==> config.mk <==
export PLATFORM = sky130hd
export DESIGN_NAME = swrs_ctrl
export DESIGN_NICKNAME = d
export VERILOG_FILES = /design/src/hdl/swrs_pkg.sv /design/src/hdl/swrs_ctrl.sv
export SDC_FILE = /design/constraint.sdc
export NUM_CORES = 1
export LEC_CHECK = 0
export ABC_AREA = 1
export BUFFER_PORTS_ARGS = -buffer_cell sky130_fd_sc_hd__buf_2
export CORE_MARGIN = 10
export CORE_UTILIZATION = 25
export CTS_CLUSTER_SIZE = 20
export DETAILED_ROUTE_END_ITERATION = 8
export GPL_ROUTABILITY_DRIVEN = 0
export GPL_TIMING_DRIVEN = 0
export PLACE_DENSITY = 0.44
export SYNTH_ARGS = -nofsm -noshare
export SYNTH_HDL_FRONTEND = slang
export SYNTH_SLANG_ARGS = --single-unit
==> constraint.sdc <==
create_clock -name clk -period 2.2 [get_ports clk]
set_input_delay 0.66 -clock clk [delete_from_list [all_inputs] [get_ports clk]]
set_output_delay 0.66 -clock clk [all_outputs]
set_load 0.01 [all_outputs]
==> src/hdl/swrs_pkg.sv <==
// ----------------------------------------------------------------------------
// Sliding window request statistics package
// Shared constants, bucket entry layout, controller states and the command
// and status bundles between controller and datapath.
// ----------------------------------------------------------------------------
package swrs_pkg;

  // Number of one-second buckets; a power of two, so the slot is the low bits.
  localparam int RING_SIZE = 1024;
  localparam int IDX_W     = $clog2(RING_SIZE);

  localparam int WIN_W   = 11;
  localparam int STAMP_W = 32;
  localparam int CNT_W   = 32;
  localparam int TOT_W   = 48;
  localparam int DUR_W   = 32;

  // Sums over the whole ring.
  localparam int REQ_SUM_W = CNT_W + IDX_W;
  localparam int TOT_SUM_W = TOT_W + IDX_W;
  localparam int BKT_CNT_W = IDX_W + 1;

  // Shared divider operands.
  localparam int NUM_W = TOT_SUM_W;
  localparam int DEN_W = REQ_SUM_W;
  localparam int DIV_CNT_W = $clog2(NUM_W + 1);

  localparam int AVG_W = 39;
  localparam int ERR_W = 14;
  localparam logic [ERR_W-1:0] ERR_FULL = ERR_W'(10000);

  localparam logic [WIN_W-1:0] RATE_WINDOW_RESET    = WIN_W'(600);
  localparam logic [WIN_W-1:0] LATENCY_WINDOW_RESET = WIN_W'(10);
  localparam logic [WIN_W-1:0] ERROR_WINDOW_RESET   = WIN_W'(60);

  localparam int CFG_IDX_W = 2;
  localparam logic [CFG_IDX_W-1:0] REG_RATE_WINDOW    = 2'd0;
  localparam logic [CFG_IDX_W-1:0] REG_LATENCY_WINDOW = 2'd1;
  localparam logic [CFG_IDX_W-1:0] REG_ERROR_WINDOW   = 2'd2;

  localparam logic OP_RECORD = 1'b0;
  localparam logic OP_REPORT = 1'b1;

  localparam logic [1:0] DIV_AVG = 2'd0;
  localparam logic [1:0] DIV_LAT = 2'd1;
  localparam logic [1:0] DIV_ERR = 2'd2;

  typedef struct packed {
    logic [STAMP_W-1:0] stamp;
    logic [CNT_W-1:0]   requests;
    logic [CNT_W-1:0]   errors;
    logic [TOT_W-1:0]   dur_total;
  } swrs_entry_t;

  typedef enum logic [3:0] {
    ST_CLEAR, ST_IDLE, ST_REC_WR, ST_WALK, ST_DRAIN, ST_PREP,
    ST_DIV_START, ST_DIV_WAIT, ST_FINISH
  } swrs_state_t;

  typedef struct packed {
    logic             latch;
    logic             clr_wr;
    logic             in_rd;
    logic             walk_rd;
    logic             rec_wr;
    logic             acc_clr;
    logic             prep;
    logic             div_start;
    logic             div_cap;
    logic [1:0]       div_sel;
    logic             load_out;
    logic [IDX_W-1:0] addr;
  } swrs_cmd_t;

  typedef struct packed {
    logic div_done;
    logic out_valid;
  } swrs_status_t;

endpackage

==> src/hdl/swrs_ctrl.sv <==
// ----------------------------------------------------------------------------
// Sliding window request statistics controller
// Sequences ring clearing, record updates, report walks and divisions.
// ----------------------------------------------------------------------------
module swrs_ctrl (
  input  logic                   clk,
  input  logic                   rst,
  input  logic                   in_valid,
  input  logic                   in_op,
  output logic                   in_ready,
  input  logic                   out_ready,
  input  swrs_pkg::swrs_status_t status,
  output swrs_pkg::swrs_cmd_t    cmd
);
  import swrs_pkg::*;

  swrs_state_t      state, state_next;
  logic [IDX_W-1:0] ctr, ctr_next;
  logic [1:0]       sel, sel_next;
  logic             ctr_last;

  assign ctr_last = (ctr == IDX_W'(RING_SIZE - 1));

  always_ff @(posedge clk) begin
    if (rst) begin
      state <= ST_CLEAR;
      ctr   <= '0;
      sel   <= DIV_AVG;
    end else begin
      state <= state_next;
      ctr   <= ctr_next;
      sel   <= sel_next;
    end
  end

  always_comb begin
    state_next = state;
    ctr_next   = ctr;
    sel_next   = sel;
    case (state)
      ST_CLEAR: begin
        ctr_next = ctr + 1'b1;
        if (ctr_last) state_next = ST_IDLE;
      end
      ST_IDLE: begin
        if (in_valid) begin
          ctr_next   = '0;
          state_next = (in_op == OP_RECORD) ? ST_REC_WR : ST_WALK;
        end
      end
      ST_REC_WR: state_next = ST_IDLE;
      ST_WALK: begin
        ctr_next = ctr + 1'b1;
        if (ctr_last) state_next = ST_DRAIN;
      end
      ST_DRAIN: state_next = ST_PREP;
      ST_PREP: begin
        sel_next   = DIV_AVG;
        state_next = ST_DIV_START;
      end
      ST_DIV_START: state_next = ST_DIV_WAIT;
      ST_DIV_WAIT: begin
        if (status.div_done) begin
          if (sel == DIV_ERR) begin
            state_next = ST_FINISH;
          end else begin
            sel_next   = sel + 1'b1;
            state_next = ST_DIV_START;
          end
        end
      end
      ST_FINISH: begin
        if (!status.out_valid || out_ready) state_next = ST_IDLE;
      end
      default: state_next = ST_CLEAR;
    endcase
  end

  always_comb begin
    cmd      = '0;
    cmd.addr = ctr;
    cmd.div_sel = sel;
    in_ready = 1'b0;
    case (state)
      ST_CLEAR: cmd.clr_wr = 1'b1;
      ST_IDLE: begin
        in_ready  = 1'b1;
        cmd.latch = in_valid;
        cmd.in_rd = in_valid && (in_op == OP_RECORD);
        cmd.acc_clr = in_valid && (in_op == OP_REPORT);
      end
      ST_REC_WR:    cmd.rec_wr = 1'b1;
      ST_WALK:      cmd.walk_rd = 1'b1;
      ST_PREP:      cmd.prep = 1'b1;
      ST_DIV_START: cmd.div_start = 1'b1;
      ST_DIV_WAIT:  cmd.div_cap = status.div_done;
      ST_FINISH:    cmd.load_out = !status.out_valid || out_ready;
      default: ;
    endcase
  end

endmodule

==> results of run 1 <==
-- sequential cells by signal, summed over array words and instances (netlist names) --
name,count
ctr,10
state,4
sel,2
-- cell usage in the layout, fill, tap and decap left out, types with 2 or more instances in the layout --
master	netlist	layout
a21oi_1	14	14
buf_2	0	28
clkbuf_8	0	4
dfxtp_1	16	16
ha_1	2	2
inv_1	29	29
nand2_1	38	38
nand3_1	18	18
nand3b_1	3	3
nor2_1	27	27
nor2_4	3	3
nor3_1	4	4
o21ai_0	5	5
o21ai_2	2	2
-- metal layers --
layer  global-route usage [%]  part of all wire, %  routed length, um  vias to the layer above
met5                        0                    0                  0                        -
met4                     2.69                 0.79                 23                        0
met3                     2.74                  6.5                189                        2
met2                     12.5                   44               1270                       21
met1                     9.66                   49               1420                      495
li1                         -                    -                  -                      613
-- metrics by stage --
step                utilization (%)  setup slack, ns  total power, uW
floorplan                         -            0.426              403
global placement               31.4            0.264              446
detailed placement             31.4            0.252              444
CTS                            32.7            0.115              710
global route                   32.7          0.00578              739
finish                         32.7            0.118              697
-- layout make-up --
| type | instances | area [um^2] | area share [%] |
|---|---|---|---|
| plain buffers | 2 | 15.0 | 1.12 |
| clock buffers | 4 | 55.1 | 4.12 |
| inverters | 30 | 113 | 8.43 |
| multi-input cells | 124 | 631 | 47.2 |
| flip-flops and latches | 16 | 320 | 24.0 |
| well taps | 50 | 62.6 | 4.68 |
| repair buffers | 28 | 140 | 10.5 |
-- how the worst max path moves through the flow --
stage,endpoint,slack [ns]
finish,cmd[19],0.12
global placement,cmd[19],0.26
CTS,cmd[19],0.11
global route,cmd[19],0.006
detailed placement,cmd[19],0.25
floorplan,cmd[19],0.43
-- worst register-to-register path, stage by stage, from the launching register on --
cell      delay (ns)
dfxtp_1         0.49
ha_1            0.22
inv_1           0.09
nor2_1          0.31
nand3b_1        0.15
nand2_1         0.16
nand3_1         0.10
a21oi_1         0.15
-- power breakdown --
| group | internal, uW | total, uW | switching, uW | leakage [uW] |
|---|---|---|---|---|
| Combinational | 43.8 | 120 | 76.3 | 0.000472 |
| Clock | 159 | 261 | 103 | 0.0000288 |
| Sequential | 300 | 316 | 16.1 | 0.000129 |
| Total | 502 | 697 | 195 | 0.000630 |
-- cell families (layout without fill, tap and decap cells) --
kind of cell    count (synthesis)  after routing
compound gates                 25             25
simple gates                   97             97
fa+ha+maj                       2              2
flops                          16             16
buf+inv                        32             64
==> metrics.md, run 1 <==
| Metric | Value |
|---|---|
| Outcome | `finished, final reports clean` |
| RR Endpoint | `state[2]$_SDFFE_PP0P_` |
| Critical-path cell list | `inv_2 > nor2_4 > nand2_4 > nor2_8 > inv_1 > nor2_1 > buf_2` |
| Share of the synthesized area in the top cell type | `between 20% and 30%` |
| # setup viols final | `0` |
| Top FF cell, synth | `dfxtp_1` |
| Setup tns final | `0 ns` |
| Synth cell count leaders | `nand2_1, inv_1, nor2_1` |
| Pwr/cell area | `522 mW/mm^2` |
| Initial Util | `between 20% and 30%` |
| Die width | `between 80 and 90 um` |
| XOR/XNOR share of the synthesized area | `0%` |
| Mapped Cells | `172` |
| Hold Buf Count CTS | `0` |
| Setup crit start | `state[0]$_SDFFE_PP0P_` |
| Chip height | `around 86 um` |
| Slowest cell on crit path | `dfxtp_1` |
| Cells after DPL | `250` |
| Slew headroom | `~71%` |
| Synth Area per Inst | `around 6.3 um^2` |
| Inserted Clock Buffers | `3` |
| Worst-Skew Late Latency | `roughly 0.25 ns` |
| Fin cells | `about 250` |
| Fill cells | `between 400 and 500` |
| Simple-Gate Fraction of Synth Area | `a little over two fifths` |
| Crit Path Max Fanout | `5` |
| Top Ports | `30` |
| Synth top area cells | `dfxtp_1, nand2_1, inv_1` |
| Tot GR Track Use | `about 7.9%` |
| Buf/Inv on CP | `3` |
| Core ar. | `0.00409 mm^2` |
| Worst-path clk slew | `0.07 ns` |
| Crit path required time | `approximately 1.5 ns` |
| Setup repair bufs after CTS | `0` |
| Die area | `around 0.0073 mm^2` |
| Root buffer cell | `clkbuf_8` |
| Final Slew Violations | `0` |
| Syn_nets | `181` |
| Gates resized, CTS repair | `0` |
| First-pass GRT wire length | `between 4000 and 5000 um` |
| Fin area | `between 0.001 and 0.0015 mm^2` |
| Antenna cells | `0` |
| Crit-path leading delay family | `simple AND/OR/NAND/NOR gates` |
| Synth Area in Compound Gates | `approximately 14%` |
| Reg-to-reg slack, setup | `between 0.4 and 0.5 ns` |
| Total congestion overflow | `0` |
| Hold_sp | `sel[1]$_SDFFE_PP0P_` |
| WP depth | `7` |
| RR Startpoint | `ctr[0]$_SDFFE_PP0P_` |
| Crit Path Class | `reg2out` |
| Hold slack | `0.486 ns` |
| CP arrival | `between 1 and 1.5 ns` |
| Largest net degree at the start of global routing | `11` |
| Detailed Place HPWL | `roughly 2400 um` |
| Final net count | `approximately 210` |
| Yosys top cell by area | `dfxtp_1` |
| Post-route DRC | `0` |
| Largest family of logic cells by synthesized area | `simple AND/OR/NAND/NOR gates` |
| RSZ-0062 raised after global routing | `false` |
| Mux cell area share after synthesis | `0%` |
| Initial antenna violation count | `0` |
| Max incr delay on CP | `0.44 ns` |
| Initial DRC count | `between 50 and 60` |
| Vias per Instance | `4.45` |
| Port Buffers | `28` |
| Dpl cell area | `~0.0013 mm^2` |
| Clock tree from TritonCTS | `done` |
| # rows | `23` |
| Fraction of registers with async set/reset | `0%` |
| Hold endpoint | `sel[1]$_SDFFE_PP0P_` |
| Via count | `between 1,000 and 1,500` |
| CTS sink cnt | `16` |
| Detailed Route WL | `between 2000 and 3000 um` |
| Critical path launch point type | `register` |
| Cell variety after synth | `23` |
| Remaining antenna violation count after routing | `0` |
| Synthesis-to-layout area growth | `23.9%` |
| Wirelength per Cell | `between 10 and 15 um` |
| Worst r2r path cells | `7` |
| Clock Skew | `about 0.0089 ns` |
| Post-Syn Area | `about 0.0011 mm^2` |
| Layout cells sized above 1 | `21.1%` |
| Drt first pass iters | `4` |
| Hold Crit Class | `reg2reg` |
| Ys Warns | `0` |
| Adder-Cell Fraction of Synth Area | `2.32%` |
| Max-cap violations | `0` |
| FF+latch count, synth | `16` |
| Hold Vio Cnt, Final | `0` |
| Hold path depth | `2` |
| Worst slew pin tran | `roughly 0.43 ns` |
| Vias in the first global route | `between 1,000 and 1,500` |
| Final min period | `~2.1 ns` |
| H-tree depth | `1` |
| Max Clk Rate | `480 MHz` |
| Sequential share of the synthesized area | `roughly 30%` |
| Most numerous cell in the Yosys netlist | `nand2_1` |
| Period utilisation layout | `94.7%` |
| EDFF count, synth | `0` |
| CTS Buffer Depth | `2` |
| Leak | `between 0.0006 and 0.0007 uW` |
| Worst IR Drop VDD | `around 210 uV` |
| CP Capture Type | `output port` |
Power figures use the tool's default switching activity.
==> inputs of run 2 (changes only) <==
--- a/config.mk
+++ b/config.mk
@@ -7,13 +7,14 @@
 export LEC_CHECK = 0
 export ABC_AREA = 1
 export BUFFER_PORTS_ARGS = -buffer_cell sky130_fd_sc_hd__buf_2
-export CORE_MARGIN = 10
 export CORE_UTILIZATION = 25
 export CTS_CLUSTER_SIZE = 20
 export DETAILED_ROUTE_END_ITERATION = 8
 export GPL_ROUTABILITY_DRIVEN = 0
 export GPL_TIMING_DRIVEN = 0
 export PLACE_DENSITY = 0.44
+export RECOVER_POWER = 50
+export REMOVE_ABC_BUFFERS = 1
 export SYNTH_ARGS = -nofsm -noshare
 export SYNTH_HDL_FRONTEND = slang
 export SYNTH_SLANG_ARGS = --single-unit
==> run 2 against run 1 <==
- wire length decreased by 9.5%
- non-clock buffer count decreased by 1
- fmax increased by 2.7%
- first-iteration DRC count increased by 5.8%
- combinational power decreased by 10%
- total power decreased by 6.3%
- via count decreased by 2.2%
- final cell count decreased by 0.79%
- die area decreased by 38%
- critical endpoint unchanged
- largest power group unchanged
- highest routed layer unchanged
==> metrics.md, run 2 (synthesized netlist as in run 1, its figures left out) <==
| Metric | Value |
|---|---|
| Dpl cell area | `0.00127 mm^2 (was 0.00128 mm^2)` |
| Chip height | `67.7 um (was 85.7 um)` |
| Total congestion overflow | `0 (unchanged)` |
| Worst r2r path cells | `7 (unchanged)` |
| Antenna cells | `0 (unchanged)` |
| Detailed Route WL | `2630 um (was 2910 um)` |
| Reg-to-reg slack, setup | `0.34 ns (was 0.46 ns)` |
| Max incr delay on CP | `0.42 ns (was 0.44 ns)` |
| Max FFs per register | `10 (unchanged)` |
| Crit-path leading delay family | `simple AND/OR/NAND/NOR gates (unchanged)` |
| Initial DRC count | `55 (was 52)` |
| Wirelength per Cell | `10.4 um (was 11.4 um)` |
| Crit path required time | `1.54 ns (about the same)` |
| Critical-path cell list | `inv_2 > nor2_4 > nand2_4 > nor2_8 > inv_1 > nor2_1 > buf_2 (unchanged)` |
| Root buffer cell | `clkbuf_8 (unchanged)` |
| Inserted Clock Buffers | `3 (unchanged)` |
| Synthesis-to-layout area growth | `19.0% (was 23.9%)` |
| Vias per Instance | `4.39 (was 4.45)` |
| Fin area | `0.00128 mm^2 (was 0.00134 mm^2)` |
| Crit Path Max Fanout | `5 (unchanged)` |
| CTS sink cnt | `16 (unchanged)` |
| WP depth | `7 (unchanged)` |
| Commonest cells after routing, fill and taps aside | `nand2_1, inv_1, nor2_1 (was nand2_1, inv_1, buf_2)` |
| Worst-path clk slew | `0.07 ns (about the same)` |
| First-pass GRT wire length | `4440 um (was 4900 um)` |
| Post-Route Utilization | `31.6% (was 32.7%)` |
| Largest net degree at the start of global routing | `14 (was 11)` |
| Worst-Skew Late Latency | `0.25 ns (about the same)` |
| Pwr/cell area | `509 mW/mm^2 (was 522 mW/mm^2)` |
| Commonest non-fill, non-tap cell in the layout | `nand2_1 (unchanged)` |
| # setup viols final | `0 (unchanged)` |
| Hold Vio Cnt, Final | `0 (unchanged)` |
| Largest regs | `ctr x10, state x4, sel x2 (unchanged)` |
| Leak | `0.000569 uW (was 0.000630 uW)` |
| Clock Skew | `0.00209 ns (was 0.00891 ns)` |
| Final Slew Violations | `0 (unchanged)` |
| Port Buffers | `29 (was 28)` |
| Hold Buf Count CTS | `0 (unchanged)` |
| Final net count | `213 (was 214)` |
| Crit Path Class | `reg2out (unchanged)` |
| Buf/Inv on CP | `3 (unchanged)` |
| Detailed Place HPWL | `2090 um (was 2410 um)` |
| Drt first pass iters | `4 (unchanged)` |
| Clock tree from TritonCTS | `done (unchanged)` |
| Max-cap violations | `0 (unchanged)` |
| Cells after DPL | `249 (was 250)` |
| Setup WS pre-CTS | `0.288 ns (was 0.252 ns)` |
| Initial antenna violation count | `0 (unchanged)` |
| CP arrival | `1.37 ns (was 1.42 ns)` |
| Final WS setup | `0.172 ns (was 0.118 ns)` |
| Outcome | `finished, final reports clean (unchanged)` |
| Hold Crit Class | `reg2reg (unchanged)` |
| Final min period | `2.03 ns (was 2.08 ns)` |
| Core ar. | `0.00406 mm^2 (was 0.00409 mm^2)` |
| Setup tns final | `0 ns (unchanged)` |
| Layout cells sized above 1 | `14.9% (was 21.1%)` |
| RR Endpoint | `ctr[4]$_SDFFE_PP0P_ (was state[2]$_SDFFE_PP0P_)` |
| Slew headroom | `40.9% (was 71.2%)` |
| Slowest cell on crit path | `dfxtp_1 (unchanged)` |
| Remaining antenna violation count after routing | `0 (unchanged)` |
| Capture point of the worst path | `cmd[19] (unchanged)` |
| Worst slew pin tran | `0.884 ns (was 0.432 ns)` |
| Vias in the first global route | `957 (was 1,079)` |
| Critical path launch point type | `register (unchanged)` |
| RSZ-0062 raised after global routing | `false (unchanged)` |
| Setup repair bufs after CTS | `0 (unchanged)` |
| Tot GR Track Use | `13.0% (was 7.91%)` |
| Worst IR Drop VDD | `212 uV (was 213 uV)` |
| CTS Buffer Depth | `2 (unchanged)` |
| # rows | `23 (unchanged)` |
| Die width | `67.7 um (was 85.7 um)` |
| H-tree depth | `1 (unchanged)` |
| Top Ports | `30 (unchanged)` |
| Setup crit start | `state[0]$_SDFFE_PP0P_ (unchanged)` |
| Fin cells | `252 (was 254)` |
| Gates resized, CTS repair | `0 (unchanged)` |
| RR Startpoint | `state[2]$_SDFFE_PP0P_ (was ctr[0]$_SDFFE_PP0P_)` |
| Max Clk Rate | `493 MHz (was 480 MHz)` |
| Post-route DRC | `0 (unchanged)` |
| Via count | `1,106 (was 1,131)` |
| Period utilisation layout | `92.2% (was 94.7%)` |
| Initial Util | `26.6% (was 26.4%)` |
| Most flop-heavy register | `ctr (unchanged)` |
| CP Capture Type | `output port (unchanged)` |
| Die area | `0.00458 mm^2 (was 0.00734 mm^2)` |
## run 2: worst register-to-register path, stage by stage, from the launching register on
cell     delay [ns]
dfxtp_1        0.39
inv_1          0.10
nand2_1        0.15
a21oi_2        0.10
nor2_1         0.70
inv_1          0.14
nand3_1        0.10
a21oi_1        0.06
## run 2: per-layer routing
layer  share of wire [%]  up-vias  GRT usage [%]
met2                  42       21           19.3
met3                 4.4        2           2.20
met5                   0        -              0
met1                  53      473           18.3
met4                0.72        0           5.59
li1                    -      610              -
## run 2: stage by stage
stage	total power (uW)	hold slack, ns
final	654	0.489
after global routing	698	0.514
after CTS	673	0.489
after detailed placement	439	0.481
after global placement	440	0.474
after floorplan	397	0.492
## run 2: worst min-delay path by stage
stage / start / to / slack (ns) / depth (start not counted)
finish: sel[1]$_SDFFE_PP0P_ / sel[1]$_SDFFE_PP0P_ / 0.49 / 2
global route: sel[1]$_SDFFE_PP0P_ / sel[1]$_SDFFE_PP0P_ / 0.51 / 2
CTS: sel[1]$_SDFFE_PP0P_ / sel[1]$_SDFFE_PP0P_ / 0.49 / 2
detailed placement: sel[1]$_SDFFE_PP0P_ / sel[1]$_SDFFE_PP0P_ / 0.48 / 2
global placement: sel[1]$_SDFFE_PP0P_ / sel[1]$_SDFFE_PP0P_ / 0.47 / 2
floorplan: sel[1]$_SDFFE_PP0P_ / sel[1]$_SDFFE_PP0P_ / 0.49 / 2
## run 2: area by class of cell
cell class	instances	area, um^2
repair buffers	29	131
well taps	50	62.6
fillers	465	2770
multi-input cells	124	616
inverters	30	113
flip-flops and latches	16	320
clock buffers	3	41.3
## run 2: power by group
part	leakage, uW	switching (uW)	internal [uW]
logic	0.000418	71.8	36.6
registers	0.000129	15.7	300
clock network	0.0000216	108	122
total	0.000569	196	458
==> inputs of run 3 (changes only) <==
--- a/config.mk
+++ b/config.mk
@@ -5,7 +5,7 @@
 export SDC_FILE = /design/constraint.sdc
 export NUM_CORES = 1
 export LEC_CHECK = 0
-export ABC_AREA = 1
+export ABC_AREA = 0
 export BUFFER_PORTS_ARGS = -buffer_cell sky130_fd_sc_hd__buf_2
 export CORE_UTILIZATION = 25
 export CTS_CLUSTER_SIZE = 20
==> run 3 against run 2 <==
- final cell count down 18%
- hold slack better by 0.0037 ns
- core utilization down 0.37 points
- largest power group unchanged
==> metrics.md, run 3 <==
| Metric | Value |
|---|---|
| Outcome | `finished, final reports clean (unchanged)` |
| Max FFs per register | `10 (unchanged)` |
| First-pass GRT wire length | `4290 um (was 4440 um)` |
| Largest net degree at the start of global routing | `20 (was 14)` |
| H-tree depth | `1 (unchanged)` |
| Chip height | `67.3 um (was 67.7 um)` |
| RR Startpoint | `state[1]$_SDFFE_PP0P_ (was state[2]$_SDFFE_PP0P_)` |
| Ys Warns | `0 (unchanged)` |
| Comb power frac | `5.6% (was 16.6%)` |
| Simple-Gate Fraction of Synth Area | `41.0% (was 42.1%)` |
| Crit-path leading delay family | `simple AND/OR/NAND/NOR gates (unchanged)` |
| Hold Crit Class | `reg2reg (unchanged)` |
| XOR/XNOR share of the synthesized area | `0.823% (was 0%)` |
| Worst IR Drop VDD | `177 uV (was 212 uV)` |
| Post-route DRC | `0 (unchanged)` |
| Setup WS pre-CTS | `0.248 ns (was 0.288 ns)` |
| WP depth | `4 (was 7)` |
| Critical-path cell list | `nor2b_1 > and2_1 > and3_1 > buf_2 (was inv_2 > nor2_4 > nand2_4 > nor2_8 > inv_1 > nor2_1 > buf_2)` |
| Largest family of logic cells by synthesized area | `simple AND/OR/NAND/NOR gates (unchanged)` |
| Clock Skew | `0.00134 ns (was 0.00209 ns)` |
| Initial antenna violation count | `0 (unchanged)` |
| RSZ-0062 raised after global routing | `false (unchanged)` |
| # rows | `23 (unchanged)` |
| Max-cap violations | `0 (unchanged)` |
| Post-Syn Area | `0.00106 mm^2 (was 0.00108 mm^2)` |
| Worst r2r path cells | `4 (was 7)` |
| Vias per Instance | `4.97 (was 4.39)` |
| Setup tns final | `0 ns (unchanged)` |
| Synth cell count leaders | `dfxtp_1, nand2_1, a21oi_1 (was nand2_1, inv_1, nor2_1)` |
| Pwr/cell area | `476 mW/mm^2 (was 509 mW/mm^2)` |
| Worst-path clk slew | `0.07 ns (about the same)` |
| Hold slack | `0.492 ns (was 0.489 ns)` |
| Synthesis-to-layout area growth | `19.2% (was 19.0%)` |
| Reg-to-reg slack, setup | `0.42 ns (was 0.34 ns)` |
| Vias in the first global route | `957 (unchanged)` |
| RR Endpoint | `ctr[9]$_SDFFE_PP0P_ (was ctr[4]$_SDFFE_PP0P_)` |
| Max incr delay on CP | `0.48 ns (was 0.42 ns)` |
| Drt first pass iters | `4 (unchanged)` |
| P_sw | `136 uW (was 196 uW)` |
| Sw Ratio | `22.6% (was 30.0%)` |
| Max Clk Rate | `491 MHz (was 493 MHz)` |
| Wirelength per Cell | `12.9 um (was 10.4 um)` |
| Clock tree from TritonCTS | `done (unchanged)` |
| Worst slew pin tran | `0.369 ns (was 0.884 ns)` |
| Synth Area in Compound Gates | `16.7% (was 14.0%)` |
| CP Capture Type | `output port (unchanged)` |
| Leak | `0.000484 uW (was 0.000569 uW)` |
| Top Ports | `30 (unchanged)` |
| Final WS setup | `0.165 ns (was 0.172 ns)` |
| CP arrival | `1.37 ns (about the same)` |
| Largest regs | `ctr x10, state x4, sel x2 (unchanged)` |
| Tot GR Track Use | `12.6% (was 13.0%)` |
| Most numerous cell in the Yosys netlist | `dfxtp_1 (was nand2_1)` |
| Share of the synthesized area in the top cell type | `30.1% (was 29.7%)` |
| Initial Util | `26.2% (was 26.6%)` |
| Clock share of power | `44.5% (was 35.2%)` |
| Yosys top cell by area | `dfxtp_1 (unchanged)` |
| Mapped Cells | `133 (was 172)` |
| Gates resized, CTS repair | `2 (was 0)` |
| Layout cells sized above 1 | `19.7% (was 14.9%)` |
| Worst-Skew Late Latency | `0.25 ns (about the same)` |
| Inserted Clock Buffers | `3 (unchanged)` |
| Core ar. | `0.00406 mm^2 (unchanged)` |
| Crit path required time | `1.54 ns (about the same)` |
| Initial DRC count | `30 (was 55)` |
| Commonest cells after routing, fill and taps aside | `buf_2, dfxtp_1, clkbuf_1 (was nand2_1, inv_1, nor2_1)` |
| Root buffer cell | `clkbuf_8 (unchanged)` |
| Port Buffers | `29 (unchanged)` |
| Power after layout | `604 uW (was 654 uW)` |
| Antenna cells | `0 (unchanged)` |
| Mux cell area share after synthesis | `2.82% (was 0%)` |
| Detailed Route WL | `2660 um (was 2630 um)` |
| Setup repair bufs after CTS | `0 (unchanged)` |
| Die area | `0.00452 mm^2 (was 0.00458 mm^2)` |
| FF+latch count, synth | `16 (unchanged)` |
| Buf/Inv on CP | `1 (was 3)` |
| Setup crit start | `state[0]$_SDFFE_PP0P_ (unchanged)` |
| Sequential share of the synthesized area | `30.1% (was 29.7%)` |
| Cell variety after synth | `44 (was 23)` |
| Pint | `467 uW (was 458 uW)` |
| Hold Vio Cnt, Final | `0 (unchanged)` |
| Top FF cell, synth | `dfxtp_1 (unchanged)` |
| Slowest cell on crit path | `dfxtp_2 (was dfxtp_1)` |
| Fraction of registers with async set/reset | `0% (unchanged)` |
| Synth top area cells | `dfxtp_1, a21oi_1, nand2_1 (was dfxtp_1, nand2_1, inv_1)` |
| Adder-Cell Fraction of Synth Area | `2.35% (was 2.32%)` |
| Part of the power in registers | `49.9% (was 48.3%)` |
| CTS sink cnt | `16 (unchanged)` |
| Hold Buf Count CTS | `0 (unchanged)` |
| Total congestion overflow | `0 (unchanged)` |
| Slew headroom | `75.4% (was 40.9%)` |
| EDFF count, synth | `0 (unchanged)` |
| Via count | `1,029 (was 1,106)` |
| Crit Path Class | `reg2out (unchanged)` |
| Remaining antenna violation count after routing | `0 (unchanged)` |
| Capture point of the worst path | `cmd[13] (was cmd[19])` |
| Final min period | `2.03 ns (about the same)` |
| Commonest non-fill, non-tap cell in the layout | `buf_2 (was nand2_1)` |
| # setup viols final | `0 (unchanged)` |
| Final net count | `167 (was 213)` |
| CTS Buffer Depth | `2 (unchanged)` |
| Final Slew Violations | `0 (unchanged)` |
| Synth Area per Inst | `8.01 um^2 (was 6.27 um^2)` |
| Period utilisation layout | `92.5% (was 92.2%)` |
| Crit Path Max Fanout | `15 (was 5)` |
| Die width | `67.3 um (was 67.7 um)` |
| Most flop-heavy register | `ctr (unchanged)` |
| Detailed Place HPWL | `1930 um (was 2090 um)` |
| Critical path launch point type | `register (unchanged)` |
-- run 3: cell types whose count changed after synthesis, sizes merged, moves of 3 or more --
cell | previous run | this run
nand2 | 40 | 11
inv | 30 | 3
nor2 | 31 | 10
nand3 | 18 | 7
and3 | 0 | 5
nand2b | 0 | 5
or3 | 0 | 5
a21oi | 15 | 11
and2 | 0 | 4
clkbuf | 0 | 4
buf | 2 | 5
mux2i | 0 | 3
nand4 | 1 | 4
nor2b | 0 | 3
-- run 3: routing by layer --
layer / routed length, um / vias to the layer above / global-route usage [%] / part of all wire (%)
met1: 1310 / 471 / 15.0 / 49
li1: - / 536 / - / -
met3: 115 / 2 / 2.53 / 4.3
met4: 13 / 0 / 4.79 / 0.49
met2: 1230 / 20 / 22.0 / 46
met5: 0 / - / 0 / 0
-- run 3: power by group through the flow --
| stage | combinational [uW] | clock [uW] | sequential (uW) |
|---|---|---|---|
| final | 34.1 | 269 | 301 |
| after floorplan | 15.9 | 0 | 308 |
| after global placement | 35.4 | 0 | 307 |
| after detailed placement | 35.7 | 0 | 308 |
| after CTS | 36.1 | 278 | 301 |
| after global routing | 38.5 | 290 | 302 |
-- run 3: cells by family after synthesis --
family                   Yosys count
multiplexers                       3
XOR/XNOR                           1
AO/OA/AOI/OAI                     29
AND/OR/NAND/NOR                   70
buffers and inverters             12
adder cells (fa/ha/maj)            2
flip-flops                        16
-- run 3: worst min-delay path by stage --
stage	startpoint	endpoint	slack [ns]	depth (start not counted)
global route	sel[1]$_SDFFE_PP0P_	sel[1]$_SDFFE_PP0P_	0.53	2
finish	sel[1]$_SDFFE_PP0P_	sel[1]$_SDFFE_PP0P_	0.49	2
floorplan	sel[1]$_SDFFE_PP0P_	sel[1]$_SDFFE_PP0P_	0.50	2
global placement	sel[1]$_SDFFE_PP0P_	sel[1]$_SDFFE_PP0P_	0.48	2
CTS	sel[1]$_SDFFE_PP0P_	sel[1]$_SDFFE_PP0P_	0.49	2
detailed placement	sel[1]$_SDFFE_PP0P_	sel[1]$_SDFFE_PP0P_	0.48	2
-- run 3: cell type report --
cell class / count / area [um^2]
fill: 451 / 2790
tap: 50 / 62.6
clock buffer: 4 / 55.1
timing repair buffer: 29 / 130
sequential: 16 / 325
inverter: 3 / 11.3
multi-input combinational: 105 / 684
-- run 3: per-stage QoR --
stage / util [%] / std cells / area, um^2
5_1_grt: 31.3 / 207 / 1270
2_1_floorplan: - / 124 / 1010
3_3_place_gp: 30.0 / 203 / 1220
6_report: 31.3 / 207 / 1270
4_1_cts: 31.4 / 207 / 1270
3_5_place_dp: 30.0 / 203 / 1220
-- run 3: tightest hold or removal path, stage by stage (launching register included) --
cell and delay (ns):
dfxtp_1 0.33, nand2_1 0.06, a21oi_1 0.06
